## src/rtl/mfd_pkg.sv

```systemverilog
package mfd_pkg;

  localparam int MFD_MOTORS = 4;
  localparam int SLOTS_MAX  = 4;
  localparam int SLOT_W     = 2;
  localparam int ID_W       = 11;
  localparam int DATA_W     = 64;
  localparam int COEF_W     = 32;
  localparam int Q_W        = 32;
  localparam int TEMP_W     = 8;
  localparam int ACC_W      = 48;
  localparam int RND_W      = 41;
  localparam int CFG_IDX_W  = 8;
  localparam int PC_W       = 4;

  // register map
  typedef enum logic [2:0] {
    REG_BASE_ID,
    REG_SLOT_OFFSETS,
    REG_ANGLE_SCALE,
    REG_RADPS_SCALE,
    REG_RPM_SCALE,
    REG_CURRENT_SCALE,
    REG_TORQUE_SCALE,
    REG_TURN_SCALE
  } reg_idx_t;

  localparam logic [ID_W-1:0]   RST_BASE_ID       = 11'd512;
  localparam logic [COEF_W-1:0] RST_SLOT_OFFSETS  = 32'h0403_0201;
  localparam logic [COEF_W-1:0] RST_ANGLE_SCALE   = 32'd737280;
  localparam logic [COEF_W-1:0] RST_RADPS_SCALE   = 32'd48803;
  localparam logic [COEF_W-1:0] RST_RPM_SCALE     = 32'd466034;
  localparam logic [COEF_W-1:0] RST_CURRENT_SCALE = 32'd10240;
  localparam logic [COEF_W-1:0] RST_TORQUE_SCALE  = 32'd1843;
  localparam logic [COEF_W-1:0] RST_TURN_SCALE    = 32'd466034;

  // pi/180 in unsigned Q0.32
  localparam logic signed [32:0] DEG_TO_RAD_Q32 = 33'sd74961321;
  localparam logic signed [33:0] HALF_TURN_Q16  = 34'sd11796480;
  localparam logic signed [33:0] FULL_TURN_Q16  = 34'sd23592960;

  typedef enum logic [2:0] {
    OP_NOP,
    OP_CHECK,
    OP_STEP,
    OP_ACC,
    OP_EMIT,
    OP_NEXT
  } op_t;

  typedef enum logic [2:0] {
    MUL_NONE,
    MUL_ANGLE,
    MUL_RAD,
    MUL_TURN,
    MUL_RADPS,
    MUL_RPM,
    MUL_CUR,
    MUL_TRQ
  } mul_sel_t;

  typedef enum logic [2:0] {
    WR_NONE,
    WR_DEG,
    WR_RAD,
    WR_RND,
    WR_RADPS,
    WR_RPM,
    WR_CUR,
    WR_TRQ
  } wr_sel_t;

  typedef struct packed {
    op_t             op;
    mul_sel_t        mul;
    wr_sel_t         wr;
    logic [PC_W-1:0] target;
  } ctrl_word_t;

  typedef struct packed {
    logic              active;
    logic [SLOT_W-1:0] slot;
    ctrl_word_t        word;
  } seq_ctrl_t;

  typedef struct packed {
    logic match;
    logic out_full;
  } seq_stat_t;

  // microprogram addresses
  localparam logic [PC_W-1:0] STEP_CHECK   = 4'd0;
  localparam logic [PC_W-1:0] STEP_MUL_ANG = 4'd1;
  localparam logic [PC_W-1:0] STEP_WR_DEG  = 4'd2;
  localparam logic [PC_W-1:0] STEP_WRAP    = 4'd3;
  localparam logic [PC_W-1:0] STEP_MUL_TRN = 4'd4;
  localparam logic [PC_W-1:0] STEP_MUL_RPS = 4'd5;
  localparam logic [PC_W-1:0] STEP_ACC     = 4'd6;
  localparam logic [PC_W-1:0] STEP_MUL_CUR = 4'd7;
  localparam logic [PC_W-1:0] STEP_MUL_TRQ = 4'd8;
  localparam logic [PC_W-1:0] STEP_WR_TRQ  = 4'd9;
  localparam logic [PC_W-1:0] STEP_EMIT    = 4'd10;
  localparam logic [PC_W-1:0] STEP_NEXT    = 4'd11;

  function automatic ctrl_word_t mk_word(input op_t op, input mul_sel_t mul,
                                         input wr_sel_t wr, input logic [PC_W-1:0] target);
    ctrl_word_t w;
    w.op     = op;
    w.mul    = mul;
    w.wr     = wr;
    w.target = target;
    return w;
  endfunction

  // product register is written at the end of a step, so a write step
  // consumes the product issued by the step before it
  function automatic ctrl_word_t mfd_rom(input logic [PC_W-1:0] pc);
    ctrl_word_t w;
    w = mk_word(OP_NOP, MUL_NONE, WR_NONE, STEP_CHECK);
    case (pc)
      STEP_CHECK:   w = mk_word(OP_CHECK, MUL_NONE,  WR_NONE,  STEP_NEXT);
      STEP_MUL_ANG: w = mk_word(OP_NOP,   MUL_ANGLE, WR_NONE,  STEP_CHECK);
      STEP_WR_DEG:  w = mk_word(OP_NOP,   MUL_NONE,  WR_DEG,   STEP_CHECK);
      STEP_WRAP:    w = mk_word(OP_STEP,  MUL_RAD,   WR_NONE,  STEP_CHECK);
      STEP_MUL_TRN: w = mk_word(OP_NOP,   MUL_TURN,  WR_RAD,   STEP_CHECK);
      STEP_MUL_RPS: w = mk_word(OP_NOP,   MUL_RADPS, WR_RND,   STEP_CHECK);
      STEP_ACC:     w = mk_word(OP_ACC,   MUL_RPM,   WR_RADPS, STEP_CHECK);
      STEP_MUL_CUR: w = mk_word(OP_NOP,   MUL_CUR,   WR_RPM,   STEP_CHECK);
      STEP_MUL_TRQ: w = mk_word(OP_NOP,   MUL_TRQ,   WR_CUR,   STEP_CHECK);
      STEP_WR_TRQ:  w = mk_word(OP_NOP,   MUL_NONE,  WR_TRQ,   STEP_CHECK);
      STEP_EMIT:    w = mk_word(OP_EMIT,  MUL_NONE,  WR_NONE,  STEP_CHECK);
      STEP_NEXT:    w = mk_word(OP_NEXT,  MUL_NONE,  WR_NONE,  STEP_CHECK);
      default:      w = mk_word(OP_NOP,   MUL_NONE,  WR_NONE,  STEP_CHECK);
    endcase
    return w;
  endfunction

  function automatic logic signed [Q_W-1:0] sat32(input logic signed [64:0] v);
    if (v > 65'sd2147483647) begin
      return 32'sh7FFF_FFFF;
    end else if (v < -65'sd2147483648) begin
      return 32'sh8000_0000;
    end else begin
      return v[Q_W-1:0];
    end
  endfunction

endpackage

```

## src/rtl/mfd_seq.sv

```systemverilog
module mfd_seq import mfd_pkg::*; #(
  parameter int MOTORS = MFD_MOTORS
) (
  input  logic      clk,
  input  logic      rst_n,
  input  logic      start,
  input  seq_stat_t stat,
  output seq_ctrl_t ctrl
);

  logic              busy_r, busy_nxt;
  logic [PC_W-1:0]   pc_r, pc_nxt;
  logic [SLOT_W-1:0] slot_r, slot_nxt;
  ctrl_word_t        word;

  assign word = mfd_rom(pc_r);

  always_comb begin
    busy_nxt = busy_r;
    pc_nxt   = pc_r;
    slot_nxt = slot_r;
    if (!busy_r) begin
      if (start) begin
        busy_nxt = 1'b1;
        pc_nxt   = STEP_CHECK;
        slot_nxt = '0;
      end
    end else begin
      unique case (word.op)
        OP_CHECK: pc_nxt = stat.match ? pc_r + 4'd1 : word.target;
        OP_EMIT:  pc_nxt = stat.out_full ? pc_r : pc_r + 4'd1;
        OP_NEXT: begin
          if (slot_r == SLOT_W'(MOTORS - 1)) begin
            busy_nxt = 1'b0;
            pc_nxt   = STEP_CHECK;
          end else begin
            slot_nxt = slot_r + 2'd1;
            pc_nxt   = word.target;
          end
        end
        default:  pc_nxt = pc_r + 4'd1;
      endcase
    end
  end

  always_ff @(posedge clk) begin
    if (!rst_n) begin
      busy_r <= 1'b0;
      pc_r   <= STEP_CHECK;
      slot_r <= '0;
    end else begin
      busy_r <= busy_nxt;
      pc_r   <= pc_nxt;
      slot_r <= slot_nxt;
    end
  end

  assign ctrl.active = busy_r;
  assign ctrl.slot   = slot_r;
  assign ctrl.word   = word;

endmodule

```

## config.mk

```make
export PLATFORM = sky130hd
export DESIGN_NAME = mfd_seq
export DESIGN_NICKNAME = d
export VERILOG_FILES = /design/src/rtl/mfd_pkg.sv /design/src/rtl/mfd_seq.sv
export SDC_FILE = /design/constraint.sdc
export NUM_CORES = 1
export LEC_CHECK = 0
export BUFFER_PORTS_ARGS = -buffer_cell sky130_fd_sc_hd__buf_2
export CORE_MARGIN = 2
export CORE_UTILIZATION = 40
export CTS_BUF_LIST = sky130_fd_sc_hd__clkbuf_8
export CTS_CLUSTER_SIZE = 40
export DETAILED_ROUTE_END_ITERATION = 6
export PLACE_DENSITY = 0.65
export SLEW_MARGIN = 40
export SYNTH_ARGS = -nofsm -noshare
export SYNTH_HDL_FRONTEND = slang
export SYNTH_SLANG_ARGS = --single-unit
export TNS_END_PERCENT = 100
```

## constraint.sdc

```tcl
create_clock -name clk -period 2.44 [get_ports clk]
set_clock_uncertainty 0.2 [all_clocks]
set_input_delay 0.366 -clock clk [delete_from_list [all_inputs] [get_ports clk]]
set_output_delay 0.366 -clock clk [all_outputs]
set_load 0.03 [all_outputs]
```

==> out/qor.csv <==
metric,value,unit
status,"finished, final reports clean",
Final Max Tran Viols,0,
top cell type's share of synthesized area,0.3465,
arrival time worst endpoint,2190,ps
library cells used by synthesis,41,
Via Count,818,
first-pass GRT wire length,3450,um
synth warn,0,
input/output buffers,19,
worst hold start,rst_n,
syn nets,115,
clock root buffer,clkbuf_8,
Starting DRT DRC Count,14,
Slew @ Worst Pin,590.3,ps
Rel. slew slack,0.6038,
CP Data Required Time,2350,ps
largest net degree at the start of global routing,11,
Final period util,0.9342,
# H-tree levels,1,
Rows,17,
"Slowest-stage cell, CP",a311o_1,
placed insts,145,
CP max stage delay,380,ps
worst hold margin,267.7,ps
core area,0.002276,mm^2
"top cells by area, synth","dfxtp_1, ha_1, mux2i_1",
area of placed instances,0.001070,mm^2
Reg2Reg Depth,9,
Residual DRC,0,
fin cells,150,
Post-Route WL,1973,um
design area,0.001126,mm^2
TritonCTS Buffers,3,
Tot GR Track Use,0.1673,
Final min period,2279,ps
Hold Buf Count CTS,0,
total power divided by cell area,677.0,mW/mm^2
commonest cells in the netlist,"dfxtp_1, nand2_1, inv_1, mux2i_1, ha_1",
worst min-delay path class,in2reg,
num ports,21,
ys flop type,dfxtp_1,
layout cells sized above 1,0.2869,
Setup crit start kind,register,
Hold Fails Final Rpt,0,
Max Buffers Root-to-Sink,2,
Reg-to-Reg End,word[8],
drt pass-1 iters,4,
Die ar.,0.002868,mm^2
Leak Pwr,0.5145,nW
GRT overflow,0,
Post-Syn Area,982.2,um^2
TNS Setup,0,ps
Mapped Cells,104,
Fmax achieved,438.7,MHz
"count leader, synth",dfxtp_1,
number of global-route vias before repair,755,
max_cap viols,0,
Syn Area/Cell,9.444,um^2
end of the worst hold path,pc_r[1],
Pwr Total,0.7624,mW
reg-to-reg critical path startpoint,slot_r[1],
sequential element share of the synthesized area,0.3465,
Final GP Congestion,0.8941,
asr flop ratio synth,0,
initial core utilization,0.4316,
Clock Sinks,17,
die width,53.55,um
Routed Antenna Nets,0,
hold path depth,2,
Clock Latency Late Sink,240,ps
diodes inserted,0,
"CP delay by family, top",compound AO/OA/AOI/OAI gates,
Routed WL per cell,13.15,um
DP Wirelength,1530,um
number of synthesized flops with an enable pin,0,
crit path cell chain,"ha_2, nand2_1, a311o_1, a32o_1, nand2_1, inv_1, ha_1, mux2i_1, o22ai_1",
Final setup viols,0,
CP dominant cell by count,nand2_1,
Die Height,53.55,um
Vias/cell,5.453,
Worst Path Buf+Inv,1,
"critical path fanouts, max",4,
#FFs+latches synth,17,
area grow syn2layout,14.65,%
crit end category,register,
initial antenna violation count,0,
Layout Nets,134,
TritonCTS clock tree,done,
Max IR drop VDD,382.2,uV
filler cell count,224,
clk slew on worst S/H paths,60,ps
crit path kind,reg2reg,
post-synth top area cell,dfxtp_1,
register-to-register setup slack,160,ps
==> placed cells by master, fill, tap and decap left out, types with 3 or more instances in the layout <==
cell type | netlist | layout
nand2_1 | 9 | 9
o22ai_1 | 3 | 3
nor2b_1 | 3 | 3
mux2i_1 | 7 | 7
inv_1 | 7 | 8
buf_4 | 5 | 3
ha_1 | 6 | 5
dfxtp_1 | 17 | 16
buf_2 | 1 | 19
clkbuf_8 | 0 | 3
o21ai_0 | 4 | 4
nor2_1 | 3 | 3
==> report_power, final <==
| part | internal, mW | switching [mW] |
|---|---|---|
| Sequential | 0.306 | 0.0205 |
| Combinational | 0.0854 | 0.152 |
| Clock | 0.111 | 0.0876 |
==> how the worst max path moves through the flow <==
stage,slack (ps),cells past startpoint,end,start
floorplan,40,9,word[8],slot_r[0]
global placement,170,9,word[8],slot_r[0]
detailed placement,160,9,word[8],slot_r[0]
CTS,140,9,word[8],slot_r[0]
global route,-10,8,word[7],word[12]
finish,160,9,word[8],slot_r[1]
==> kinds of logic after synthesis <==
group | count (synthesis) | share of synthesized area
simple gates | 33 | 0.2000
xor+xnor | 1 | 0.008919
mux | 8 | 0.09427
buf+inv | 16 | 0.08917
compound gates | 22 | 0.1809
other cells | 1 | 0.003818
fa+ha+maj | 6 | 0.07643
flops | 17 | 0.3465
==> layout make-up <==
class                           count  area (um^2)  share of cell area
Tap cell                           28        35.03             0.03111
Clock inverter                      1        3.754            0.003333
Sequential cell                    17        341.6              0.3033
Inverter                            8        30.03             0.02667
Multi-Input combinational cell     71        556.8              0.4944
Clock buffer                        3        41.29             0.03667
Timing Repair Buffer               22        117.6              0.1044
==> flip-flops by register name, summed over array words and instances, names as in the netlist <==
name and count:
busy_r 1, pc_r 4, word 10, slot_r 2
==> what timing repair did <==
item,CTS,global route
buffers inserted,0,1
gates resized for setup,0,2
endpoints found under the setup margin,0,4
==> layer usage <==
layer  share of wire  vias up  wire length (um)  GRT usage
li1                -      402                 -          -
met3           0.064        4               126    0.03333
met1            0.45      380               879     0.2289
met5               0        -                 0          0
met4          0.0081        0                16    0.06410
met2            0.48       32               951     0.2593
==> stage by stage <==
stage                       util  worst slack, ps
after floorplan                -            37.49
after global placement    0.4700            173.4
after detailed placement  0.4700            162.0
after CTS                 0.4898            141.4
after global routing      0.4948           -11.95
final                     0.4948            160.6
Note: power is estimated with default switching activity, not from simulation.
